## config.mk

```make
export PLATFORM = sky130hd
export DESIGN_NAME = fpa_front
export DESIGN_NICKNAME = d
export VERILOG_FILES = /design/src/rtl/fpa_pkg.sv /design/src/rtl/fpa_front.sv
export SDC_FILE = /design/constraint.sdc
export NUM_CORES = 2
export LEC_CHECK = 0
export CORE_MARGIN = 5
export CORE_UTILIZATION = 45
export CTS_BUF_LIST = sky130_fd_sc_hd__clkbuf_2
export DETAILED_ROUTE_END_ITERATION = 10
export DONT_BUFFER_PORTS = 1
export SYNTH_ARGS = -nofsm -noshare
export SYNTH_HDL_FRONTEND = slang
export SYNTH_SLANG_ARGS = --single-unit
```

## constraint.sdc

```tcl
create_clock -name clk -period 0.8 [get_ports clk]
set_clock_uncertainty 0.15 [all_clocks]
set_input_delay 0.12 -clock clk [delete_from_list [all_inputs] [get_ports clk]]
set_output_delay 0.12 -clock clk [all_outputs]
set_load 0.01 [all_outputs]
```

## src/rtl/fpa_pkg.sv

```systemverilog
// ----------------------------------------------------------------------------
// fpa_pkg: shared types, codes and helpers for the fixed-point ALU
// Word layouts, operation codes, divider sizing and saturation functions.
// ----------------------------------------------------------------------------
`default_nettype none

package fpa_pkg;

	localparam int FRAC_BITS = 8;
	// dividend is |a| shifted up by the fraction width
	localparam int NUM_W     = 32 + FRAC_BITS;
	localparam int DIV_STEPS = NUM_W;
	// front stage, one stage per quotient bit, back stage
	localparam int LATENCY   = DIV_STEPS + 2;

	localparam logic [3:0] KIND_ADD = 4'd0;
	localparam logic [3:0] KIND_SUB = 4'd1;
	localparam logic [3:0] KIND_MUL = 4'd2;
	localparam logic [3:0] KIND_DIV = 4'd3;
	localparam logic [3:0] KIND_MIN = 4'd4;
	localparam logic [3:0] KIND_MAX = 4'd5;
	localparam logic [3:0] KIND_INC = 4'd6;
	localparam logic [3:0] KIND_DEC = 4'd7;
	localparam logic [3:0] KIND_I2F = 4'd8;
	localparam logic [3:0] KIND_F2I = 4'd9;

	localparam logic [31:0] MAX_POS = 32'h7fff_ffff;
	localparam logic [31:0] MIN_NEG = 32'h8000_0000;

	typedef struct packed {
		logic [3:0]         kind;
		logic signed [31:0] a_raw;
		logic signed [31:0] b_raw;
	} in_word_t;

	typedef struct packed {
		logic signed [31:0] result_raw;
		logic               a_less;
		logic               a_equal;
		logic               a_greater;
		logic               overflowed;
		logic               divided_by_zero;
	} out_word_t;

	// word carried down the divider row
	typedef struct packed {
		logic [3:0]         kind;
		logic [31:0]        simple_res;
		logic               simple_ov;
		logic               lt;
		logic               eq;
		logic               gt;
		logic               dz;
		logic               neg;
		logic signed [63:0] prod;
		logic [NUM_W-1:0]   num;
		logic [NUM_W-1:0]   quo;
		logic [31:0]        rem;
		logic [31:0]        den;
	} pipe_t;

	// {overflow, saturated word} from a 33-bit signed sum
	function automatic logic [32:0] sat33(input logic [32:0] v);
		logic [32:0] r;
		if (v[32] != v[31]) begin
			r = v[32] ? {1'b1, MIN_NEG} : {1'b1, MAX_POS};
		end else begin
			r = {1'b0, v[31:0]};
		end
		return r;
	endfunction

	// {overflow, saturated word} from sign and magnitude
	function automatic logic [32:0] from_mag(input logic neg, input logic [63:0] mag);
		logic [32:0] r;
		if (neg) begin
			if (mag > 64'h8000_0000) begin
				r = {1'b1, MIN_NEG};
			end else begin
				r = {1'b0, 32'd0 - mag[31:0]};
			end
		end else begin
			if (mag > 64'h7fff_ffff) begin
				r = {1'b1, MAX_POS};
			end else begin
				r = {1'b0, mag[31:0]};
			end
		end
		return r;
	endfunction

endpackage

`default_nettype wire

```

## src/rtl/fpa_front.sv

```systemverilog
// ----------------------------------------------------------------------------
// fpa_front: operand stage of the fixed-point ALU
// Finishes the simple operations, forms the product and sets up the
// divider row.
// ----------------------------------------------------------------------------
`default_nettype none

module fpa_front (
	input  wire logic             clk,
	input  wire logic             arst_n,
	input  wire logic             start,
	input  wire fpa_pkg::in_word_t op,
	output logic                  valid_s1,
	output fpa_pkg::pipe_t        pipe_s1
);

	logic signed [31:0]                  a;
	logic signed [31:0]                  b;
	logic [32:0]                         sum_sat;
	logic [32:0]                         dif_sat;
	logic [32:0]                         inc_sat;
	logic [32:0]                         dec_sat;
	logic [31+fpa_pkg::FRAC_BITS:0]      i2f_w;
	logic [fpa_pkg::FRAC_BITS:0]         i2f_top;
	logic                                i2f_ov;
	logic [31:0]                         mag_a;
	logic [31:0]                         mag_b;
	logic [31:0]                         res;
	logic                                ov;
	fpa_pkg::pipe_t                      nxt;

	assign a = op.a_raw;
	assign b = op.b_raw;

	assign sum_sat = fpa_pkg::sat33({a[31], a} + {b[31], b});
	assign dif_sat = fpa_pkg::sat33({a[31], a} - {b[31], b});
	assign inc_sat = fpa_pkg::sat33({a[31], a} + 33'd1);
	assign dec_sat = fpa_pkg::sat33({a[31], a} - 33'd1);

	assign i2f_w   = {a, {fpa_pkg::FRAC_BITS{1'b0}}};
	assign i2f_top = i2f_w[31+fpa_pkg::FRAC_BITS:31];
	assign i2f_ov  = !((&i2f_top) || !(|i2f_top));

	assign mag_a = a[31] ? 32'd0 - a : a;
	assign mag_b = b[31] ? 32'd0 - b : b;

	always_comb begin
		res = 32'd0;
		ov  = 1'b0;
		unique case (op.kind)
			fpa_pkg::KIND_ADD: {ov, res} = sum_sat;
			fpa_pkg::KIND_SUB: {ov, res} = dif_sat;
			fpa_pkg::KIND_MIN: res = (a < b) ? a : b;
			fpa_pkg::KIND_MAX: res = (a > b) ? a : b;
			fpa_pkg::KIND_INC: {ov, res} = inc_sat;
			fpa_pkg::KIND_DEC: {ov, res} = dec_sat;
			fpa_pkg::KIND_I2F: begin
				ov  = i2f_ov;
				res = i2f_ov ? (a[31] ? fpa_pkg::MIN_NEG : fpa_pkg::MAX_POS) : i2f_w[31:0];
			end
			fpa_pkg::KIND_F2I: res = a >>> fpa_pkg::FRAC_BITS;
			default: begin
				res = 32'd0;
				ov  = 1'b0;
			end
		endcase
	end

	always_comb begin
		nxt            = '0;
		nxt.kind       = op.kind;
		nxt.simple_res = res;
		nxt.simple_ov  = ov;
		nxt.lt         = a < b;
		nxt.eq         = a == b;
		nxt.gt         = a > b;
		nxt.dz         = (op.kind == fpa_pkg::KIND_DIV) && (b == 32'sd0);
		nxt.neg        = a[31] ^ b[31];
		nxt.prod       = a * b;
		nxt.num        = {mag_a, {fpa_pkg::FRAC_BITS{1'b0}}};
		nxt.quo        = '0;
		nxt.rem        = 32'd0;
		nxt.den        = mag_b;
	end

	always_ff @(posedge clk or negedge arst_n) begin
		if (!arst_n) begin
			valid_s1 <= 1'b0;
		end else begin
			valid_s1 <= start;
		end
	end

	always_ff @(posedge clk) begin
		pipe_s1 <= nxt;
	end

endmodule

`default_nettype wire

```

==> flow_metrics.tcl <==
set metrics [dict create \
    outcome "finished with violations" \
    violations_in_the_final_reports "hold timing, setup timing" \
    detail_route.wl_per_cell_um 22.5 \
    drc_errors 0 \
    clock_sinks 171 \
    port-buffer-count 0 \
    grt_remaining_overflow 0 \
    timing.critical_path.arrival_ns 7.22 \
    synth_seq_cells 171 \
    cts_buffer_depth 2 \
    syn_inst 5459 \
    via_count_of_the_first_global_routing_pass 43400 \
    synth_edf_count 0 \
    gp_weighted_congestion 0.935 \
    floorplan.rows 120 \
    finalSetupViolCount 326 \
    slew_violations 0 \
    grt_start_max_net_pins 63 \
    timing.setup.critical_path_class "primary input to flop" \
    htreeDepth 4 \
    core-area_um2 107000 \
    timing.hold.worst.class "primary input to flop" \
    floorplan.die.width_um 339 \
    fin_crit_ns 6.21 \
    slew_headroom 0.355 \
    post_synth_instance_area_um2 48700 \
    postLayoutSetupSlackWorst_ns -5.41 \
    synth_ff_type "dfxtp_1" \
    setup_repair_after_global_routing_missed_its_margin "yes" \
    worst_hold_slack_ns -1.27 \
    worstMarginPinSlew_ns 0.967 \
    routed_wl_um 168000 \
    vias 40200 \
    inserted_clock_buffers 17 \
    synth_async_sr_flop_share 0.00585 \
    post-dp-hpwl_um 129000 \
    dr.first_iter.drc_count 2998 \
    maxClockFrequency_ghz 0.161 \
    worst_setup_hold_path_clk_slew_ns 0.43 \
    global_route_wire_length_before_repair_um 262000 \
    synth_cell_types 102 \
    die_area_um2 115000 \
    grt_util_all_layers 0.296 \
    drtPass1Iterations 8 \
    area_growth_syn_to_layout_pct 23.9 \
    cts_root_buf "clkbuf_2" \
    start_util 0.454 \
    layout_commonest_cell "fa_1" \
    cp.required_ns 1.81 \
    drive_gt1_frac 0.265 \
    hold_viol_final 111 \
    synthesis.area_per_instance_um2 8.92 \
    drv.max_cap_violation_count 0 \
    tritoncts "yes" \
    num-nets-final 7432 \
    fp.dieH_um 339 \
    period_utilization_post_route 7.76 \
    detail-route-antenna-nets 0 \
    antenna_found_initial 6 \
    critPathLaunchType "primary input" \
    worstPathMaxFanout 43 \
    io_pins 322 \
    worstSetupEndpointType "flop" \
    yosysSeqAreaShare 0.0704 \
    drt-vias-per-instance 5.39 \
    yosysWarnings 0 \
    final_cell_mix "fa_1, inv_1, buf_4, nand2_1, and2_1" \
]
==> stage by stage <==
step | setup WS [ns] | TNS (ns) | instance area, µm² | util | cells
after floorplan | -6.55 | -474.67 | 51600 | - | 5538
after global placement | -7.44 | -549.37 | 56000 | 0.522 | 7272
after detailed placement | -7.40 | -548.70 | 56000 | 0.522 | 7272
after CTS | -5.18 | -607.35 | 58600 | 0.547 | 7383
after global routing | -5.40 | -606.99 | 60300 | 0.562 | 7450
final | -5.41 | -591.35 | 60300 | 0.562 | 7451
==> layer usage <==
metal | routed length (µm) | global-route usage | vias to the layer above
met5 | 0 | 0 | -
met4 | 7610 | 0.117 | 0
met3 | 14400 | 0.0671 | 361
met2 | 78400 | 0.483 | 1721
met1 | 67100 | 0.386 | 20400
li1 | - | - | 17600
==> final timing paths <==
| check | startpoint | end | slack, ns | depth (start not counted) |
|---|---|---|---|---|
| min in group asynchronous | arst_n | valid_s1 | 0.54 | 4 |
| max in group asynchronous | arst_n | valid_s1 | -0.13 | 4 |
| hold / removal | op[25] | pipe_s1[25] | -1.27 | 1 |
| setup / recovery | op[48] | pipe_s1[195] | -5.41 | 26 |
==> worst max-delay path, cell delays in order <==
cell and delay (ns):
ha_2 0.23, fa_1 0.47, fa_1 0.51, inv_1 0.06, fa_1 0.50, fa_1 0.51, inv_1 0.06, fa_2 0.62
fa_1 0.45, fa_1 0.50, fa_1 0.63, ha_4 0.24, buf_6 0.13, nand3_4 0.09, nor2_2 0.06, a21oi_2 0.18
buf_4 0.16, o22ai_4 0.08, a31oi_4 0.19, nand2_2 0.09, o41a_1 0.51, buf_4 0.19, buf_6 0.11, a21o_1 0.16
a21oi_2 0.14, xnor2_1 0.13
==> kinds of logic after synthesis <==
group	synth area share
buf+inv	0.119
mux	0.0124
compound gates	0.0822
other cells	0.0000770
flops	0.0704
fa+ha+maj	0.511
simple gates	0.162
xor+xnor	0.0425
==> registers in the layout (all words and copies together) (netlist names) <==
signal,cells
pipe_s1,170
valid_s1,1
==> cell type report <==
class / instances / area, µm²
diodes: 10 / 25.0
flip-flops and latches: 171 / 3480
repair buffers: 888 / 7540
clock buffers: 18 / 90.1
inverters: 1031 / 3980
multi-input cells: 3916 / 43300
well taps: 1403 / 1760
clock inverters: 14 / 176
fillers: 9562 / 46900
==> cell usage after synthesis (34+ instances only) <==
cell | count | area share
buf_1 | 34 | 0.0026
inv_1 | 1022 | 0.079
a21o_1 | 55 | 0.0085
or3_1 | 41 | 0.0053
a21oi_1 | 161 | 0.017
nand4_1 | 36 | 0.0046
nand2b_1 | 35 | 0.0045
a31oi_1 | 35 | 0.0045
o21ai_0 | 160 | 0.016
mux2i_1 | 56 | 0.012
ha_1 | 252 | 0.065
clkbuf_1 | 273 | 0.021
nand3_1 | 42 | 0.0043
buf_4 | 86 | 0.013
nor2_1 | 255 | 0.020
dfxtp_1 | 170 | 0.070
xor2_1 | 52 | 0.0094
fa_1 | 1084 | 0.45
xnor2_1 | 184 | 0.033
and2_1 | 424 | 0.054
nor3_1 | 40 | 0.0041
nand2_1 | 591 | 0.046
==> what timing repair did <==
item | CTS | global route
pin swaps | 212 | 192
setup buffers | 59 | 67
hold endpoints to repair | 123 | 114
gates resized for setup | 371 | 307
cloned | 0 | 2
hold buffers | 29 | 4
setup endpoints to repair | 303 | 333
Power is left out: the tool's default activity adds up to more than one toggle a clock period on the data nets, which glitch-free logic cannot reach.
