[config.mk]
export PLATFORM = sky130hd
export DESIGN_NAME = fpa_div_cell
export DESIGN_NICKNAME = d
export VERILOG_FILES = /design/src/rtl/fpa_pkg.sv /design/src/rtl/fpa_div_cell.sv
export SDC_FILE = /design/constraint.sdc
export NUM_CORES = 1
export LEC_CHECK = 0
export ABC_AREA = 0
export BUFFER_PORTS_ARGS = -buffer_cell sky130_fd_sc_hd__buf_2
export CAP_MARGIN = 20
export CORE_AREA = 4 4 192 194
export DETAILED_ROUTE_END_ITERATION = 10
export DIE_AREA = 0 0 196 198
export MAX_ROUTING_LAYER = met4
export PLACE_DENSITY_LB_ADDON = 0.05
export SLEW_MARGIN = 20
export SYNTH_ARGS = -nofsm -noshare
export SYNTH_HDL_FRONTEND = slang
export SYNTH_SLANG_ARGS = --single-unit
[constraint.sdc]
create_clock -name clk -period 0.8 [get_ports clk]
set_input_delay 0.24 -clock clk [delete_from_list [all_inputs] [get_ports clk]]
set_output_delay 0.24 -clock clk [all_outputs]
set_load 0.005 [all_outputs]
[src/rtl/fpa_pkg.sv]
// ----------------------------------------------------------------------------
// fpa_pkg: shared types, codes and helpers for the fixed-point ALU
// Word layouts, operation codes, divider sizing and saturation functions.
// ----------------------------------------------------------------------------
`default_nettype none

package fpa_pkg;

	localparam int FRAC_BITS = 8;
	// dividend is |a| shifted up by the fraction width
	localparam int NUM_W     = 32 + FRAC_BITS;
	localparam int DIV_STEPS = NUM_W;
	// front stage, one stage per quotient bit, back stage
	localparam int LATENCY   = DIV_STEPS + 2;

	localparam logic [3:0] KIND_ADD = 4'd0;
	localparam logic [3:0] KIND_SUB = 4'd1;
	localparam logic [3:0] KIND_MUL = 4'd2;
	localparam logic [3:0] KIND_DIV = 4'd3;
	localparam logic [3:0] KIND_MIN = 4'd4;
	localparam logic [3:0] KIND_MAX = 4'd5;
	localparam logic [3:0] KIND_INC = 4'd6;
	localparam logic [3:0] KIND_DEC = 4'd7;
	localparam logic [3:0] KIND_I2F = 4'd8;
	localparam logic [3:0] KIND_F2I = 4'd9;

	localparam logic [31:0] MAX_POS = 32'h7fff_ffff;
	localparam logic [31:0] MIN_NEG = 32'h8000_0000;

	typedef struct packed {
		logic [3:0]         kind;
		logic signed [31:0] a_raw;
		logic signed [31:0] b_raw;
	} in_word_t;

	typedef struct packed {
		logic signed [31:0] result_raw;
		logic               a_less;
		logic               a_equal;
		logic               a_greater;
		logic               overflowed;
		logic               divided_by_zero;
	} out_word_t;

	// word carried down the divider row
	typedef struct packed {
		logic [3:0]         kind;
		logic [31:0]        simple_res;
		logic               simple_ov;
		logic               lt;
		logic               eq;
		logic               gt;
		logic               dz;
		logic               neg;
		logic signed [63:0] prod;
		logic [NUM_W-1:0]   num;
		logic [NUM_W-1:0]   quo;
		logic [31:0]        rem;
		logic [31:0]        den;
	} pipe_t;

	// {overflow, saturated word} from a 33-bit signed sum
	function automatic logic [32:0] sat33(input logic [32:0] v);
		logic [32:0] r;
		if (v[32] != v[31]) begin
			r = v[32] ? {1'b1, MIN_NEG} : {1'b1, MAX_POS};
		end else begin
			r = {1'b0, v[31:0]};
		end
		return r;
	endfunction

	// {overflow, saturated word} from sign and magnitude
	function automatic logic [32:0] from_mag(input logic neg, input logic [63:0] mag);
		logic [32:0] r;
		if (neg) begin
			if (mag > 64'h8000_0000) begin
				r = {1'b1, MIN_NEG};
			end else begin
				r = {1'b0, 32'd0 - mag[31:0]};
			end
		end else begin
			if (mag > 64'h7fff_ffff) begin
				r = {1'b1, MAX_POS};
			end else begin
				r = {1'b0, mag[31:0]};
			end
		end
		return r;
	endfunction

endpackage

`default_nettype wire

[src/rtl/fpa_div_cell.sv]
// ----------------------------------------------------------------------------
// fpa_div_cell: one restoring-division cell
// Develops one quotient bit and hands the word to the next cell.
// ----------------------------------------------------------------------------
`default_nettype none

module fpa_div_cell (
	input  wire logic            clk,
	input  wire logic            arst_n,
	input  wire logic            valid_i,
	input  wire fpa_pkg::pipe_t  pipe_i,
	output logic                 valid_q,
	output fpa_pkg::pipe_t       pipe_q
);

	logic [32:0]    trial;
	logic [32:0]    diff;
	logic           ge;
	fpa_pkg::pipe_t nxt;

	// shift the next dividend bit into the partial remainder
	assign trial = {pipe_i.rem, pipe_i.num[fpa_pkg::NUM_W-1]};
	assign diff  = trial - {1'b0, pipe_i.den};
	assign ge    = trial >= {1'b0, pipe_i.den};

	always_comb begin
		nxt     = pipe_i;
		nxt.rem = ge ? diff[31:0] : trial[31:0];
		nxt.quo = {pipe_i.quo[fpa_pkg::NUM_W-2:0], ge};
		nxt.num = {pipe_i.num[fpa_pkg::NUM_W-2:0], 1'b0};
	end

	always_ff @(posedge clk or negedge arst_n) begin
		if (!arst_n) begin
			valid_q <= 1'b0;
		end else begin
			valid_q <= valid_i;
		end
	end

	always_ff @(posedge clk) begin
		pipe_q <= nxt;
	end

endmodule

`default_nettype wire

==> flow_summary.json, run 1 <==
{
  "crit_fanout": 11,
  "final_area_um2": 16300,
  "grt_pass1_wl_um": 49300,
  "synthesis.nets": 897,
  "dp.cells": 1680,
  "dp_hpwl_um": 26900,
  "crit_chain": "buf_8 > inv_6 > ha_4 > a21o_1 > o21a_1 > a311oi_2 > o21ai_2 > or3b_1 > o21a_4 > buf_12 > mux2_4",
  "cp-start-kind": "input pin",
  "cap_violations": 0,
  "ys_ff_latch": 250,
  "layout_setup_ws_ns": -1.17,
  "cts_buffer_depth": 3,
  "end_kind": "flip-flop",
  "yosys_warnings": 0,
  "arrival_ns": 2.42,
  "synth_top_area_share": 0.678,
  "hp-start": "pipe_i[23]",
  "fin_tns_setup_ns": -142.34,
  "synth_ff_type": "dfxtp_1",
  "instances_no_fill": 2001,
  "fillers": 3341,
  "core-area_um2": 35200,
  "firstDrtPassIters": 4,
  "setup_viol": 283,
  "h-tree-depth": 1,
  "critPathLaunch": "pipe_i[23]",
  "min_path_type": "input pin to flip-flop",
  "layout_min_cycle_time_ns": 1.97,
  "outcome": "finished with violations",
  "synthesis.area_per_instance_um2": 12.0,
  "fin_crit_sh": 2.46,
  "drtIter0Drc": 117,
  "via_count": 7663,
  "die_area_um2": 38800,
  "grt_pass1_vias": 8013,
  "whs_ns": -0.215,
  "synthTopCellsByCount": "249 x dfxtp_1, 54 x a21oi_1, 46 x inv_1, 37 x nor2_1, 32 x ha_1",
  "vdd_ir_drop_max_v": 0.00173,
  "ctsRootBufferMaster": "clkbuf_16",
  "initial_core_util": 0.209,
  "grt_max_degree": 16,
  "yosys.area.top_type": "dfxtp_1",
  "synth_area_um2": 7350,
  "ant_nets": 0,
  "layout.nets": 1798,
  "tritoncts": "yes",
  "placed_area_um2": 11400,
  "drc": 0,
  "required_ns": 1.25,
  "hold_viol_final": 1,
  "cpMaxStageDelayCell": "or3b_1",
  "p_per_area_nw_per_um2": 2150,
  "vias_per_cell": 3.83,
  "die_h_um": 198,
  "rows": 69,
  "wl_per_cell_um": 17.3,
  "synth-edff-count": 0,
  "gp_congestion": 0.777,
  "violations": "negative hold slack, negative setup slack",
  "synthTopCellsByArea": "dfxtp_1 68%, ha_1 5.4%, a21oi_1 3.7%, inv_1 2.3%, xnor2_1 1.9%",
  "io_buffers": 501,
  "worstSetupPathType": "input pin to flip-flop",
  "pre_cts_ws_ns": -2.01,
  "rsz0062_at_grt": "yes",
  "power_leakage_uw": 0.00771,
  "path_buf_inv": 3,
  "overflow": 0,
  "numCtsBuffers": 29,
  "synth_cell_types": 51,
  "critical_path.top_delay_family": "compound AO/OA/AOI/OAI gates",
  "syn_to_final_growth_pct": 122,
  "synth-seq-area-share": 0.682,
  "antenna_found_initial": 7,
  "io_pins": 504,
  "cts_sinks": 250,
  "post_route_cells_drive_above_1_share": 0.582,
  "dieWidth_um": 196,
  "clkTransAtPathRegs_ns": 0.06,
  "drv_slew": 0,
  "grt_use_total": 0.171,
  "finalWirelength_um": 34700,
  "synth_async_sr_flop_share": 0.00400,
  "fmax_ghz": 0.507,
  "yosysMostFrequentCell": "dfxtp_1",
  "slowest_delay_ns": 0.37,
  "syn_inst": 611
}
==> routing by layer <==
metal	track usage	wire, um
met5	-	0
met4	0.0497	1240
met3	0.0458	2290
met2	0.303	18000
met1	0.188	13200
==> final cells by class <==
cell class              instances  area [um2]  area share
multi-input cells             297        2520       0.154
diodes                          7        17.5     0.00107
inverters                      46         178      0.0109
repair buffers                888        6830       0.419
clock inverters                11         179      0.0110
flip-flops and latches        250        5160       0.316
clock buffers                  41         851      0.0522
well taps                     461         577      0.0354
==> flip-flops by register name (all words and copies together) (netlist names) <==
name and cells:
valid_q 1, pipe_q 249
==> cells in the final DEF, fill, tap and decap left out, types with 10 or more instances in the layout <==
cell type,count
a21oi_1,42
nand2_1,21
inv_1,41
nor2_1,18
dfxtp_1,134
xnor2_1,16
dlygate4sd3_1,249
ha_4,11
dfxtp_2,113
buf_2,395
buf_4,125
buf_6,111
xor2_1,10
nor2_2,12
o21ai_0,12
clkbuf_16,31
ha_1,18
a21oi_2,12
==> repair_timing <==
item,4_1_cts,5_1_grt
endpoints found under the hold margin,249,2
gates cloned,1,2
gates resized for setup,175,174
pin swaps,18,9
endpoints found under the setup margin,283,283
buffers inserted,8,2
hold buffers,248,1
==> through the flow <==
step | total power, uW | utilization
floorplan | 15900 | -
global placement | 19000 | 0.322
detailed placement | 19000 | 0.322
CTS | 35000 | 0.441
global route | 36800 | 0.463
finish | 35100 | 0.463
==> final timing paths <==
check	endpoint	slack [ns]	cells past startpoint
max in group asynchronous	valid_q	0.12	3
worst min-delay path	pipe_q[23]	-0.21	1
min in group asynchronous	valid_q	0.55	3
worst max-delay path	pipe_q[62]	-1.17	11
==> logic make-up after synthesis <==
logic type	after synthesis	synth area share
AO/OA/AOI/OAI	120	0.0996
XOR/XNOR	26	0.0310
adder cells (fa/ha/maj)	33	0.0572
buffers and inverters	64	0.0397
flip-flops	250	0.682
multiplexers	10	0.0191
other	1	0.000510
AND/OR/NAND/NOR	107	0.0712
==> where the power goes <==
| group | internal, uW | total (uW) | switching, uW |
|---|---|---|---|
| registers | 13500 | 13900 | 334 |
| clock network | 8690 | 14100 | 5400 |
| logic | 4300 | 7120 | 2820 |
| total | 26500 | 35100 | 8560 |
Power figures use the tool's default switching activity.
==> run 2, diff against run 1 <==
PLACE_DENSITY_LB_ADDON = default   (was 0.05)
==> flow_summary.json, run 2 (synthesis gave the netlist of run 1 again) <==
{
  "setup_viol": 283,
  "grt_use_total": 0.191,
  "numCtsBuffers": 28,
  "io_buffers": 501,
  "die_area_um2": 38800,
  "worstHoldEndpoint": "pipe_q[51]",
  "ctsRootBufferMaster": "clkbuf_16",
  "final_common_cell": "buf_2",
  "via_count": 8118,
  "cts_sinks": 250,
  "initial_core_util": 0.209,
  "arrival_ns": 2.43,
  "highest_layer": "met4",
  "multi_input_area_um2": 2860,
  "wl_per_cell_um": 19.8,
  "dieWidth_um": 196,
  "grt_pass1_wl_um": 54700,
  "end_kind": "flip-flop",
  "fin_crit_sh": 2.50,
  "routedLengthMet1_um": 14900,
  "crit_fanout": 7,
  "layout.nets": 1791,
  "critical_path.top_delay_family": "compound AO/OA/AOI/OAI gates",
  "rsz0062_at_grt": "yes",
  "worstSetupPathType": "input pin to flip-flop",
  "dp.cells": 1673,
  "drv_slew": 0,
  "crit_chain": "buf_8 > ha_4 > a21o_1 > o21a_1 > a311oi_2 > o21ai_2 > or3b_1 > o21a_4 > buf_12 > buf_4 > o21a_1",
  "final_cell_mix": "366 x buf_2, 240 x dlygate4sd3_1, 138 x dfxtp_2",
  "drc": 0,
  "core-area_um2": 35200,
  "outcome": "finished with violations",
  "grt_pass1_vias": 8754,
  "post_route_cells_drive_above_1_share": 0.632,
  "hold_viol_final": 0,
  "reg_top3": "pipe_q (249), valid_q (1)",
  "layout_setup_ws_ns": -1.20,
  "tritoncts": "yes",
  "clkTransAtPathRegs_ns": 0.07,
  "finalWirelength_um": 39600,
  "cpMaxStageDelayCell": "or3b_1",
  "instances_no_fill": 1999,
  "regArea_um2": 5180,
  "wl_met3_um": 2840,
  "required_ns": 1.23,
  "crit_cells": 11,
  "firstDrtPassIters": 4,
  "path_buf_inv": 3,
  "grt_max_degree": 15,
  "pre_cts_ws_ns": -2.06,
  "largest_register_ffs": 249,
  "fillers": 3125,
  "holdPathStages": 4,
  "hp-start": "pipe_i[50]",
  "vias_per_cell": 4.06,
  "path_common_cell": "o21a_1",
  "cts_buffer_depth": 3,
  "io_pins": 504,
  "critPathLaunch": "pipe_i[54]",
  "violations": "negative setup slack",
  "cap_violations": 0,
  "p_per_area_nw_per_um2": 2090,
  "min_path_type": "input pin to flip-flop",
  "drtIter0Drc": 177,
  "rows": 69,
  "ant_nets": 0,
  "overflow": 0,
  "vdd_ir_drop_max_v": 0.00241,
  "syn_to_final_growth_pct": 128,
  "power_leakage_uw": 0.00775,
  "layout_min_cycle_time_ns": 2.00,
  "cp-start-kind": "input pin",
  "dp_hpwl_um": 28400,
  "antenna_found_initial": 15,
  "slowest_delay_ns": 0.37,
  "fmax_ghz": 0.499,
  "die_h_um": 198,
  "route.met2.wl_um": 19700,
  "gp_congestion": 0.889,
  "h-tree-depth": 1,
  "top_register": "pipe_q"
}
-- run 2: timing repair --
item,4_1_cts,5_1_grt
hold endpoints to repair,240,0
gates resized for setup,286,205
hold buffers,240,0
pin swaps,24,29
setup endpoints to repair,283,283
gates cloned,3,0
setup buffers,12,8
-- run 2: layout make-up --
| cell class | instances | area share |
|---|---|---|
| Multi-Input combinational cell | 297 | 0.171 |
| Antenna cell | 13 | 0.00194 |
| Sequential cell | 250 | 0.309 |
| Tap cell | 461 | 0.0344 |
| Clock inverter | 12 | 0.00948 |
| Timing Repair Buffer | 882 | 0.416 |
| Clock buffer | 38 | 0.0477 |
| Inverter | 46 | 0.0107 |
-- run 2: per-stage QoR --
step	setup TNS, ns	power [uW]	instance area [um2]	hold WS [ns]	util
final	-138.86	35000	16800	0.0404	0.476
after global placement	-59.61	19000	11300	0.0173	0.321
after CTS	-147.76	34500	15800	0.0105	0.449
after detailed placement	-59.38	19000	11300	0.0157	0.321
after global routing	-150.08	36500	16800	0.0455	0.476
after floorplan	-50.60	15900	7460	-0.0556	-
-- run 2: routing by layer --
layer / global-route usage / vias up
li1: - / 3854
met1: 0.209 / 3820
met2: 0.325 / 349
met3: 0.0514 / 95
met4: 0.0910 / 0
met5: - / -
-- run 2: power by group --
group,total [uW],switching [uW],internal [uW],leakage [uW]
combinational,7810,3240,4570,0.00516
clock,13300,5340,8010,0.000470
sequential,13900,371,13500,0.00211
-- run 2: worst max path at each step --
stage / end
global placement: pipe_q[62]
detailed placement: pipe_q[62]
finish: pipe_q[35]
CTS: pipe_q[62]
global route: pipe_q[37]
floorplan: pipe_q[36]
==> run 3, diff against run 2 <==
CORE_AREA = 4 4 195 197   (was 4 4 192 194)
DIE_AREA = 0 0 199 201   (was 0 0 196 198)
==> flow_summary.json, run 3 (synthesis gave the netlist of run 1 again) <==
{
  "cpMaxStageDelayCell": "or3b_1",
  "initial_core_util": 0.203,
  "syn_to_final_growth_pct": 129,
  "grt_use_met3": 0.0478,
  "gp_congestion": 0.892,
  "path_buf_inv": 3,
  "reg_top3": "pipe_q (249), valid_q (1)",
  "grt_use_total": 0.192,
  "final_cell_mix": "363 x buf_2, 244 x dlygate4sd3_1, 149 x dfxtp_2",
  "power_leakage_uw": 0.00781,
  "finalWirelength_um": 41200,
  "drtIter0Drc": 247,
  "cts_buffer_depth": 3,
  "fmax_ghz": 0.497,
  "die_area_um2": 40000,
  "ctsRootBufferMaster": "clkbuf_16",
  "post_route_cells_drive_above_1_share": 0.625,
  "worstSetupPathType": "input pin to flip-flop",
  "hp-start": "pipe_i[45]",
  "vdd_ir_drop_max_v": 0.00161,
  "pre_cts_ws_ns": -2.12,
  "min_path_type": "input pin to flip-flop",
  "layout.nets": 1798,
  "cp-start-kind": "input pin",
  "layout_setup_ws_ns": -1.21,
  "p_per_area_nw_per_um2": 2120,
  "io_buffers": 501,
  "ant_nets": 0,
  "clockPowerShare": 0.393,
  "arrival_ns": 2.45,
  "clkTransAtPathRegs_ns": 0.06,
  "worstHoldEndpoint": "pipe_q[46]",
  "top_register": "pipe_q",
  "cts_sinks": 250,
  "tritoncts": "yes",
  "core-area_um2": 36300,
  "dieWidth_um": 199,
  "grt_pass1_vias": 8771,
  "crit_fanout": 5,
  "firstDrtPassIters": 4,
  "slowest_delay_ns": 0.40,
  "power.share.sequential": 0.390,
  "grt_max_degree": 18,
  "holdPathStages": 3,
  "drc": 0,
  "setup_viol": 283,
  "required_ns": 1.24,
  "hold_viol_final": 0,
  "sw_frac_of_total": 0.261,
  "instances_no_fill": 2019,
  "final_common_cell": "buf_2",
  "die_h_um": 201,
  "violations": "negative setup slack",
  "dp_hpwl_um": 29700,
  "p_sw_uw": 9310,
  "fin_crit_sh": 2.51,
  "end_kind": "flip-flop",
  "cap_violations": 0,
  "dp.cells": 1683,
  "vias_per_cell": 3.99,
  "crit_chain": "buf_8 > ha_4 > a21o_1 > o21a_1 > a311oi_2 > o21ai_1 > or3b_1 > o21a_4 > buf_12 > buf_16 > nor2_1 > a21oi_2",
  "largest_register_ffs": 249,
  "rsz0062_at_grt": "yes",
  "grt.busiest_layer": "met2",
  "outcome": "finished with violations",
  "use_met2": 0.326,
  "numCtsBuffers": 30,
  "drv_slew": 0,
  "layout_min_cycle_time_ns": 2.01,
  "use_met1": 0.209,
  "overflow": 0,
  "io_pins": 504,
  "critical_path.top_delay_family": "compound AO/OA/AOI/OAI gates",
  "rows": 70,
  "antenna_found_initial": 17,
  "combPwrFrac": 0.217,
  "power.internal_uw": 26400,
  "grt_pass1_wl_um": 55900,
  "h-tree-depth": 1,
  "via_count": 8065,
  "wl_per_cell_um": 20.4
}
==> run 3: changes by cell type in the layout (fill, tap and decap cells not counted), sizes merged <==
cell	change
clkinvlp	+5
dlygate4sd3	+4
inv	-2
clkbuf	+4
buf	-2
bufinv	-1
diode	+3
clkinv	+2
==> run 3: through the flow <==
stage | hold slack, ns | total power (uW) | TNS [ns] | instance area, um2 | util
after floorplan | -0.0556 | 15900 | -50.60 | 7460 | -
after global placement | 0.0199 | 18900 | -59.69 | 11300 | 0.312
after detailed placement | 0.0177 | 19000 | -62.76 | 11300 | 0.312
after CTS | 0.00230 | 35000 | -153.31 | 15800 | 0.436
after global routing | 0.0136 | 37200 | -157.38 | 16800 | 0.464
final | 0.0307 | 35700 | -145.17 | 16800 | 0.464
==> run 3: what timing repair did <==
item,in CTS,in global routing
pin swaps,12,22
hold endpoints to repair,244,0
endpoints found under the setup margin,283,283
gates resized for setup,269,207
buffers inserted,8,9
hold buffers,244,0
cloned,1,3
==> run 3: power groups by stage <==
stage / logic [uW] / clock network [uW] / registers [uW]
3_5_place_dp: 5030 / 0 / 13900
6_report: 7730 / 14000 / 13900
3_3_place_gp: 5020 / 0 / 13900
2_1_floorplan: 1820 / 0 / 14100
4_1_cts: 6830 / 14400 / 13800
5_1_grt: 8250 / 14900 / 14000
==> run 3: routing by layer <==
| metal | vias to the layer above | share of wire |
|---|---|---|
| met5 | - | 0 |
| met4 | 0 | 0.058 |
| met3 | 90 | 0.068 |
| met2 | 330 | 0.49 |
| met1 | 3771 | 0.38 |
| li1 | 3874 | - |
==> run 3: cell type report <==
type	count	area (um2)
fillers	3242	19400
repair buffers	887	7060
flip-flops and latches	250	5200
multi-input cells	297	2730
clock buffers	39	865
well taps	468	586
inverters	46	178
clock inverters	16	171
diodes	16	40.0
==> run 3: how the worst max path moves through the flow <==
stage	startpoint	endpoint	cells past startpoint
after floorplan	pipe_i[54]	pipe_q[36]	10
after global placement	pipe_i[2]	pipe_q[59]	13
after detailed placement	pipe_i[143]	pipe_q[62]	12
after CTS	pipe_i[54]	pipe_q[37]	10
after global routing	pipe_i[23]	pipe_q[32]	13
final	pipe_i[54]	pipe_q[32]	12
