$ cat src/rtl/fpa_pkg.sv
// ----------------------------------------------------------------------------
// fpa_pkg: shared types, codes and helpers for the fixed-point ALU
// Word layouts, operation codes, divider sizing and saturation functions.
// ----------------------------------------------------------------------------
`default_nettype none

package fpa_pkg;

	localparam int FRAC_BITS = 8;
	// dividend is |a| shifted up by the fraction width
	localparam int NUM_W     = 32 + FRAC_BITS;
	localparam int DIV_STEPS = NUM_W;
	// front stage, one stage per quotient bit, back stage
	localparam int LATENCY   = DIV_STEPS + 2;

	localparam logic [3:0] KIND_ADD = 4'd0;
	localparam logic [3:0] KIND_SUB = 4'd1;
	localparam logic [3:0] KIND_MUL = 4'd2;
	localparam logic [3:0] KIND_DIV = 4'd3;
	localparam logic [3:0] KIND_MIN = 4'd4;
	localparam logic [3:0] KIND_MAX = 4'd5;
	localparam logic [3:0] KIND_INC = 4'd6;
	localparam logic [3:0] KIND_DEC = 4'd7;
	localparam logic [3:0] KIND_I2F = 4'd8;
	localparam logic [3:0] KIND_F2I = 4'd9;

	localparam logic [31:0] MAX_POS = 32'h7fff_ffff;
	localparam logic [31:0] MIN_NEG = 32'h8000_0000;

	typedef struct packed {
		logic [3:0]         kind;
		logic signed [31:0] a_raw;
		logic signed [31:0] b_raw;
	} in_word_t;

	typedef struct packed {
		logic signed [31:0] result_raw;
		logic               a_less;
		logic               a_equal;
		logic               a_greater;
		logic               overflowed;
		logic               divided_by_zero;
	} out_word_t;

	// word carried down the divider row
	typedef struct packed {
		logic [3:0]         kind;
		logic [31:0]        simple_res;
		logic               simple_ov;
		logic               lt;
		logic               eq;
		logic               gt;
		logic               dz;
		logic               neg;
		logic signed [63:0] prod;
		logic [NUM_W-1:0]   num;
		logic [NUM_W-1:0]   quo;
		logic [31:0]        rem;
		logic [31:0]        den;
	} pipe_t;

	// {overflow, saturated word} from a 33-bit signed sum
	function automatic logic [32:0] sat33(input logic [32:0] v);
		logic [32:0] r;
		if (v[32] != v[31]) begin
			r = v[32] ? {1'b1, MIN_NEG} : {1'b1, MAX_POS};
		end else begin
			r = {1'b0, v[31:0]};
		end
		return r;
	endfunction

	// {overflow, saturated word} from sign and magnitude
	function automatic logic [32:0] from_mag(input logic neg, input logic [63:0] mag);
		logic [32:0] r;
		if (neg) begin
			if (mag > 64'h8000_0000) begin
				r = {1'b1, MIN_NEG};
			end else begin
				r = {1'b0, 32'd0 - mag[31:0]};
			end
		end else begin
			if (mag > 64'h7fff_ffff) begin
				r = {1'b1, MAX_POS};
			end else begin
				r = {1'b0, mag[31:0]};
			end
		end
		return r;
	endfunction

endpackage

`default_nettype wire

$ cat src/rtl/fpa_back.sv
// ----------------------------------------------------------------------------
// fpa_back: result stage of the fixed-point ALU
// Rounds product and quotient, saturates, selects and registers the word.
// ----------------------------------------------------------------------------
`default_nettype none

module fpa_back (
	input  wire logic            clk,
	input  wire logic            arst_n,
	input  wire logic            valid_i,
	input  wire fpa_pkg::pipe_t  pipe_i,
	output logic                 done,
	output fpa_pkg::out_word_t   res
);

	logic [63:0]               pmag;
	logic [63:0]               pround;
	logic [32:0]               mul_sat;
	logic                      rnd_up;
	logic [fpa_pkg::NUM_W:0]   qround;
	logic [32:0]               div_sat;
	fpa_pkg::out_word_t        nxt;
	logic                      done_q;
	fpa_pkg::out_word_t        res_q;

	// round half away from zero on the magnitude
	assign pmag    = pipe_i.prod[63] ? 64'd0 - pipe_i.prod : pipe_i.prod;
	assign pround  = (pmag + (64'd1 << (fpa_pkg::FRAC_BITS - 1))) >> fpa_pkg::FRAC_BITS;
	assign mul_sat = fpa_pkg::from_mag(pipe_i.prod[63], pround);

	assign rnd_up  = {pipe_i.rem, 1'b0} >= {1'b0, pipe_i.den};
	assign qround  = {1'b0, pipe_i.quo} + {{fpa_pkg::NUM_W{1'b0}}, rnd_up};
	assign div_sat = fpa_pkg::from_mag(pipe_i.neg,
		{{(63 - fpa_pkg::NUM_W){1'b0}}, qround});

	always_comb begin
		nxt                 = '0;
		nxt.a_less          = pipe_i.lt;
		nxt.a_equal         = pipe_i.eq;
		nxt.a_greater       = pipe_i.gt;
		nxt.divided_by_zero = pipe_i.dz;
		priority if (pipe_i.kind == fpa_pkg::KIND_MUL) begin
			{nxt.overflowed, nxt.result_raw} = mul_sat;
		end else if (pipe_i.kind == fpa_pkg::KIND_DIV && pipe_i.dz) begin
			nxt.overflowed = 1'b0;
			nxt.result_raw = 32'sd0;
		end else if (pipe_i.kind == fpa_pkg::KIND_DIV) begin
			{nxt.overflowed, nxt.result_raw} = div_sat;
		end else begin
			nxt.overflowed = pipe_i.simple_ov;
			nxt.result_raw = pipe_i.simple_res;
		end
	end

	always_ff @(posedge clk or negedge arst_n) begin
		if (!arst_n) begin
			done_q <= 1'b0;
		end else begin
			done_q <= valid_i;
		end
	end

	always_ff @(posedge clk) begin
		res_q <= nxt;
	end

	assign done = done_q;
	assign res  = res_q;

endmodule

`default_nettype wire

$ cat config.mk
export PLATFORM = sky130hd
export DESIGN_NAME = fpa_back
export DESIGN_NICKNAME = d
export VERILOG_FILES = /design/src/rtl/fpa_pkg.sv /design/src/rtl/fpa_back.sv
export SDC_FILE = /design/constraint.sdc
export NUM_CORES = 1
export LEC_CHECK = 0
export BUFFER_PORTS_ARGS = -buffer_cell sky130_fd_sc_hd__buf_2
export CORE_UTILIZATION = 49
export CTS_CLUSTER_DIAMETER = 60
export DETAILED_ROUTE_END_ITERATION = 10
export HOLD_SLACK_MARGIN = 0.12
export PLACE_DENSITY = 0.86
export SYNTH_ARGS = -nofsm -noshare
export SYNTH_HDL_FRONTEND = slang
export SYNTH_SLANG_ARGS = --single-unit
$ cat constraint.sdc
create_clock -name clk -period 0.8 [get_ports clk]
set_input_delay 0.04 -clock clk [delete_from_list [all_inputs] [get_ports clk]]
set_output_delay 0.04 -clock clk [all_outputs]
set_load 0.01 [all_outputs]
==> results of run 1 <==
## per-layer routing
layer / GRT overflow / GRT usage [%]
met1: 24 / 84.70
met2: 143 / 99.05
met3: 16 / 79.67
met4: 83 / 92.55
met5: 0 / 66.17
## kinds of logic after synthesis
logic type,synth area share (%)
and+or+nand+nor,37.36
DFF,7.784
muxes,2.239
adders and majority gates,4.935
xor gates and xnor gates,11.40
buffers and inverters,6.398
AOI/OAI and AO/OA,29.89
## per-stage QoR
step	worst slack [ns]	instances
after CTS	-4.397	2508
after detailed placement	-4.872	2467
after global placement	-4.453	2467
after floorplan	-4.212	1473
## timing repair
action                                 CTS
resized for setup                      123
pin swaps                               53
hold buffers                            14
endpoints found under the hold margin   23
buffers inserted                        16
setup endpoints to repair               50
cloned                                   3
==> reports/qor.csv, run 1 <==
stage,metric,value,unit
synthesis,Synth top area share,7.530,%
clock_network,htree depth,2,
timing,GRT worst endpoint,res[10]$_DFF_P_/D,
synthesis,Synth top cells by count,"nand2_1 (114), nor2_1 (102), o21ai_0 (100)",
global_routing,Total Routing Usage GR,88.10,%
clock_network,Root Driver,clkbuf_16,
synthesis,Post-synth EDFFs,0,
placed_design,DP Area,15650,sq um
status,Log Error,[ERROR GRT-0232] Routing congestion too high. Check the congestion heatmap in the GUI.,
clock_network,CTS Sinks,38,
die,Die W,143.7,um
status,last stage reached,5_1_grt,
die,Starting Density,50.21,%
placed_design,HPWL Detailed,39.89,mm
global_routing,total gr overflow,266,
synthesis,sequential cell area fraction in the yosys report,7.784,%
synthesis,Synth Warn #,0,
placed_design,port bufs,250,
synthesis,Post-Syn Area per Cell,6.678,sq um
die,number of I/O pins,291,
clock_network,CTS max path bufs,2,
placed_design,GPL Wtd Cong,1.092,
global_routing,largest net degree at the start of global routing,33,
synthesis,Synthesized Nets,1764,
synthesis,Synth Flop Type,dfxtp_1,
die,Die Ht,143.7,um
synthesis,cell with the most instances after synthesis,nand2_1,
synthesis,#FFs+latches synth,38,
synthesis,asr flop ratio synth,2.632,%
synthesis,Yosys top cell by area,dfxtp_1,
synthesis,ranking of synthesized cells by area,"dfxtp_1 (7.5%), xnor2_1 (7.1%), o21ai_0 (5.1%), ha_1 (4.8%), nand2_1 (4.4%)",
timing,worst_ep kind,sequential cell input,
synthesis,Syn Std Cell Area,9837,sq um
synthesis,Yosys cell types,93,
clock_network,CTS Buf Count,5,
status,run status,did not finish,
synthesis,Syn Inst Count,1473,
die,row count,51,
==> run 2: changes to the inputs <==
- CORE_UTILIZATION: 49 -> 40
- CTS_CLUSTER_DIAMETER: 60 -> default
- HOLD_SLACK_MARGIN: 0.12 -> default
- PLACE_DENSITY: 0.86 -> default
- PLACE_DENSITY_LB_ADDON: default -> 0.15
- clock period: 0.8 -> 1 ns (I/O delays scaled with it)
==> run 2 against run 1 <==
Effect of this change: the flow now finishes, with violations (design-rule violations, negative setup slack); synthesized area did not move; synthesized cell count stayed put.
==> reports/qor.csv, run 2 <==
stage,metric,value,unit
timing,final-report hold violation count,0,
global_routing,largest net degree at the start of global routing,51,
global_routing,Total Routing Usage GR,32.88,%
hold_path,Hold EP,res[26],
route,DR pass1 iterations,10,
setup_path,CP startpoint kind,input pin,
route,mean routed wirelength per cell,17.04,um
timing,minimum clock period,4.949,ns
clock_network,Root Driver,clkbuf_16,
synthesis,Syn Inst Count,1473,
power_and_ir_drop,Static Leakage,7.584,nW
setup_path,Crit. End Element,register,
final_layout,Final #Nets,2539,
route,initial DRC count,869,
synthesis,Yosys top cell by area,dfxtp_1,
synthesis,Post-Synth Simple-Gate Area,37.36,%
clock_network,CTS Sinks,38,
setup_path,WP data required,1.18,ns
setup_path,crit-path max FO,7,
hold_path,Hold Path Class,input pin to register,
synthesis,Post-synth EDFFs,0,
timing,RSZ-0062 raised after global routing,yes,
die,Die ar.,25220,sq um
synthesis,Syn Std Cell Area,9837,sq um
synthesis,#FFs+latches synth,38,
die,number of I/O pins,291,
route,DRC Markers,4,
synthesis,Synth Flop Type,dfxtp_1,
synthesis,Yosys cell types,93,
setup_path,Crit Path Category,input pin to register,
timing,Hold Slack,0.03534,ns
final_layout,share of layout cells above drive strength 1,46.42,%
synthesis,asr flop ratio synth,2.632,%
final_layout,most frequent cells in the layout,"buf_4 (564), buf_2 (246), nand2_1 (111), nor2_1 (93), xnor2_1 (76)",
die,Die Ht,158.8,um
setup_path,cell family with most CP delay,compound AO/OA/AOI/OAI gates,
final_layout,Final Util,70.30,%
route,vias per std cell,5.678,
power_and_ir_drop,pwr/cell area,564.4,nW/um^2
route,ANT nets after route,0,
synthesis,Synth Area in Compound Gates,29.89,%
placed_design,GPL Wtd Cong,0.9723,
clock_network,clk slew on worst S/H paths,0.06,ns
synthesis,XOR/XNOR Fraction of Synth Area,11.40,%
synthesis,Synthesized Nets,1764,
setup_path,crit path buf inv count,8,
setup_path,Stages on worst setup path,36,
die,row count,57,
clock_network,CTS tree,done,
global_routing,first-pass GRT wire length,68.79,mm
clock_network,htree depth,2,
final_layout,Reg area,765.7,sq um
placed_design,port bufs,250,
die,Starting Density,40.57,%
status,run status,"finished, violations left",
placed_design,HPWL Detailed,34.94,mm
timing,final worst setup slack,-3.949,ns
timing,Slew Limit Fails,0,
setup_path,Slowest Stage Delay on Critical Path,0.32,ns
setup_path,"slowest stage cell, crit path",o211ai_1,
final_layout,filler instances,2079,
die,core area,24250,sq um
timing,final period utilization,494.9,%
final_layout,fin cells,2574,
final_layout,area of the multi-input gates,9368,sq um
hold_path,worst hold stages,2,
route,via count,14620,
global_routing,initial antenna violation count,1,
setup_path,Worst EP arrival,5.13,ns
synthesis,largest family of logic cells by synthesized area,simple AND/OR/NAND/NOR gates,
final_layout,max reg flops,37,
synthesis,sequential cell area fraction in the yosys report,7.784,%
status,violated checks,"design-rule violations, negative setup slack",
synthesis,Post-Syn Area per Cell,6.678,sq um
die,Die W,158.8,um
global_routing,vias in the first global route,14050,
timing,Worst-Margin Slew,0.5999,ns
power_and_ir_drop,Peak VDD IR,596.7,uV
power_and_ir_drop,post-layout power,0.009620,W
hold_path,hold_sp,pipe_i[235],
synthesis,ranking of synthesized cells by area,"dfxtp_1 (7.5%), xnor2_1 (7.1%), o21ai_0 (5.1%), ha_1 (4.8%), nand2_1 (4.4%)",
synthesis,Synth top area share,7.530,%
final_layout,"most common cell after layout, fill and taps aside",buf_4,
final_layout,Synth-to-Final Area Change,73.29,%
run,maxcap violations,0,
placed_design,Placed Cells,2523,
setup_path,"Top cell by count, worst path",o21a_1,
clock_network,CTS max path bufs,2,
clock_network,CTS Buf Count,5,
synthesis,Synth top cells by count,"nand2_1 (114), nor2_1 (102), o21ai_0 (100)",
timing,fmax,0.2021,GHz
synthesis,post-synthesis mux area share,2.239,%
timing,endpoints failing setup,33,
global_routing,total gr overflow,0,
timing,Slew headroom,58.97,%
synthesis,Adder-Cell Fraction of Synth Area,4.935,%
synthesis,cell with the most instances after synthesis,nand2_1,
synthesis,Synth Warn #,0,
route,WL final,43.87,mm
-- run 2: cell counts after synthesis --
Identical to the previous run, type by type.
-- run 2: per-layer routing --
layer / share of wire, % / vias up / wire [um] / global-route usage [%]
li1: - / 7181 / - / -
met1: 43 / 6803 / 18860 / 41.13
met2: 48 / 520 / 21130 / 57.66
met3: 4.8 / 112 / 2094 / 2.116
met4: 4.1 / 0 / 1787 / 14.52
met5: 0 / - / 0 / 0
-- run 2: power breakdown --
group	leakage [nW]	switching, W	internal, W
registers	0.324	0.0000567	0.00164
logic	7.16	0.00291	0.00286
clock network	0.0971	0.000659	0.00150
-- run 2: worst max-delay path by stage --
stage / start / to
after floorplan: pipe_i[1] / res[21]
after global placement: pipe_i[1] / res[21]
after detailed placement: pipe_i[1] / res[13]
after CTS: pipe_i[1] / res[25]
after global routing: pipe_i[1] / res[35]
final: pipe_i[1] / res[35]
-- run 2: final cells by class --
cell class,count,share of cell area (%)
sequential,38,4.492
clock buffer,6,0.8147
inverter,72,1.674
clock inverter,2,0.3523
timing repair buffer,856,35.32
antenna,1,0.01468
multi-input combinational,1275,54.95
tap,324,2.378
-- run 2: through the flow --
step	worst slack [ns]	area [sq um]	setup TNS (ns)
detailed placement	-4.409	15700	-141.22
finish	-3.949	17050	-125.83
global placement	-4.371	15700	-139.17
global route	-4.158	17050	-134.23
CTS	-3.917	16480	-125.77
floorplan	-4.022	10160	-128.97
-- run 2: cell families after synthesis --
| logic type | count (synthesis) |
|---|---|
| AND/OR/NAND/NOR | 659 |
| AO/OA/AOI/OAI | 426 |
| buffers and inverters | 162 |
| XOR/XNOR | 128 |
| adder cells (fa/ha/maj) | 39 |
| flip-flops | 38 |
| multiplexers | 21 |
-- run 2: timing repair --
action                                  in CTS  in global routing
hold buffers                                 8                  0
pin swaps                                   52                 68
endpoints found under the setup margin      33                 33
gates resized for setup                     96                 95
cloned                                       3                  0
buffers inserted                            17                 14
endpoints found under the hold margin        8                  0
No activity file was read; power rests on OpenSTA's default activity.
==> run 3: changes to the inputs <==
- ABC_AREA: default -> 1
==> run 3 against run 2 <==
Effect of this change: the run ends with negative setup slack left; total power is 5.2% higher; sequential share of layout area is 0.60 points lower; clock-buffer cell count is 1 higher; synthesized cell count is 59% higher; largest cell class unchanged; largest power group unchanged.
==> reports/qor.csv, run 3 <==
stage,metric,value,unit
placed_design,port bufs,250,
die,Die Ht,173.1,um
synthesis,Synth Warn #,0,
route,vias per std cell,5.081,
synthesis,Synth top area share,27.21,%
run,maxcap violations,0,
route,initial DRC count,1649,
die,Starting Density,40.70,%
synthesis,ranking of synthesized cells by area,"nand2_1 (27%), nor2_1 (11%), nand3_1 (10%), inv_1 (9.1%), dfxtp_1 (6.3%)",
timing,fmax,0.2433,GHz
hold_path,worst hold stages,3,
route,DRC Markers,0,
final_layout,"most common cell after layout, fill and taps aside",nand2_1,
placed_design,HPWL Detailed,46.31,mm
clock_network,CTS Sinks,38,
synthesis,Syn Std Cell Area,11710,sq um
synthesis,#FFs+latches synth,38,
setup_path,CP startpoint kind,input pin,
setup_path,Crit. End Element,register,
timing,minimum clock period,4.110,ns
timing,endpoints failing setup,33,
global_routing,total gr overflow,0,
synthesis,Yosys top cell by area,nand2_1,
route,via count,18430,
die,Die ar.,29970,sq um
power_and_ir_drop,Static Leakage,10.52,nW
synthesis,cell with the most instances after synthesis,nand2_1,
synthesis,Synth Flop Type,dfxtp_1,
die,row count,62,
final_layout,Final #Nets,3534,
placed_design,GPL Wtd Cong,1.066,
clock_network,CTS max path bufs,2,
synthesis,Synth top cells by count,"nand2_1 (849), nor2_1 (328), inv_1 (284)",
clock_network,CTS Buf Count,5,
hold_path,Hold Path Class,input pin to register,
setup_path,Critical path origin,pipe_i[18],
timing,final worst setup slack,-3.110,ns
clock_network,CTS tree,done,
synthesis,asr flop ratio synth,2.632,%
timing,Slew Limit Fails,0,
placed_design,Placed Cells,3585,
final_layout,fin cells,3628,
synthesis,Syn Inst Count,2347,
timing,aggregate negative setup slack,-97.90,ns
timing,final-report hold violation count,0,
route,WL final,54.90,mm
hold_path,hold_sp,pipe_i[244],
timing,Slew headroom,67.56,%
synthesis,sequential cell area fraction in the yosys report,6.538,%
die,Die W,173.1,um
final_layout,# diodes,0,
setup_path,WP data required,1.23,ns
global_routing,vias in the first global route,17590,
status,run status,"finished, violations left",
route,DR pass1 iterations,7,
clock_network,htree depth,2,
die,core area,28780,sq um
global_routing,first-pass GRT wire length,87.56,mm
setup_path,"slowest stage cell, crit path",a2111oi_1,
die,number of I/O pins,291,
global_routing,largest net degree at the start of global routing,34,
setup_path,crit-path max FO,6,
setup_path,Worst EP arrival,4.34,ns
synthesis,Post-synth EDFFs,0,
route,mean routed wirelength per cell,15.13,um
final_layout,filler instances,2747,
power_and_ir_drop,pwr/cell area,514.3,nW/um^2
clock_network,clk slew on worst S/H paths,0.06,ns
power_and_ir_drop,post-layout power,0.01012,W
route,ANT nets after route,0,
status,violated checks,negative setup slack,
final_layout,max reg flops,37,
setup_path,Crit Path Category,input pin to register,
power_and_ir_drop,Peak VDD IR,774.6,uV
final_layout,share of layout cells above drive strength 1,38.07,%
synthesis,Synthesized Nets,2638,
timing,final period utilization,411.0,%
timing,Worst-Margin Slew,0.4829,ns
clock_network,Root Driver,clkbuf_16,
timing,RSZ-0062 raised after global routing,yes,
final_layout,Synth-to-Final Area Change,68.00,%
global_routing,Total Routing Usage GR,35.78,%
final_layout,most frequent cells in the layout,"nand2_1 (825), buf_4 (658), nor2_1 (305), inv_1 (263), buf_2 (242)",
setup_path,Slowest Stage Delay on Critical Path,0.36,ns
synthesis,Post-Syn Area per Cell,4.990,sq um
global_routing,initial antenna violation count,0,
synthesis,Yosys cell types,47,
[run 3: cell types whose count changed in the layout (fill, tap and decap cells not counted), sizes merged, moves of 62 or more]
cell and change:
nor2 +280, nand2 +778, inv +223, buf +82, nand3 +170, xnor2 -62
[run 3: cell type report]
class | instances | area, sq um | area share, %
well taps | 384 | 480.5 | 2.442
inverters | 297 | 1134 | 5.761
flip-flops and latches | 38 | 765.7 | 3.892
multi-input cells | 1963 | 10460 | 53.18
clock buffers | 7 | 142.6 | 0.7249
repair inverters | 2 | 15.01 | 0.07631
repair buffers | 936 | 6645 | 33.77
clock inverters | 1 | 30.03 | 0.1526
[run 3: stage by stage]
stage | worst slack, ns | utilization [%] | hold WS (ns) | area (sq um)
4_1_cts | -2.888 | 67.08 | 0.02981 | 19300
6_report | -3.110 | 68.37 | 0.02336 | 19680
5_1_grt | -3.345 | 68.37 | 0.03612 | 19680
3_5_place_dp | -3.607 | 63.91 | -0.1737 | 18390
2_1_floorplan | -2.916 | - | -0.2456 | 11910
3_3_place_gp | -3.562 | 63.91 | -0.1750 | 18390
[run 3: per-layer routing]
metal / track usage, % / vias to the layer above / wire, um
li1: - / 9297 / -
met1: 50.03 / 8321 / 25300
met2: 59.14 / 720 / 24300
met3: 3.122 / 96 / 3953
met4: 8.333 / 0 / 1345
met5: 0 / - / 0
[run 3: logic make-up after synthesis]
kind of cell	share of synthesized area, %
AO/OA/AOI/OAI	7.435
XOR/XNOR	5.459
adder cells (fa/ha/maj)	4.059
buffers and inverters	11.87
flip-flops	6.538
AND/OR/NAND/NOR	64.64
[run 3: report_power, final]
| group | internal [W] | switching, W |
|---|---|---|
| clock | 0.00125 | 0.000663 |
| sequential | 0.00165 | 0.0000427 |
| combinational | 0.00301 | 0.00351 |
[run 3: path summary, 6_finish.rpt]
| kind | endpoint |
|---|---|
| max | res[20] |
| min | res[35] |
| max in group asynchronous | done |
| min in group asynchronous | done |
[run 3: timing repair]
| action | 4_1_cts | 5_1_grt |
|---|---|---|
| pin swaps | 66 | 52 |
| gates resized for setup | 132 | 79 |
| hold buffers | 6 | 0 |
| setup endpoints to repair | 33 | 33 |
| buffers inserted | 19 | 11 |
| hold endpoints to repair | 6 | 0 |
| cloned | 3 | 0 |
[run 3: critical path, delay by kind of cell]
family	cells	cell delay, ns
compound gates	7	1.37
fa+ha+maj	3	0.64
buf+inv	8	0.96
simple gates	13	1.30
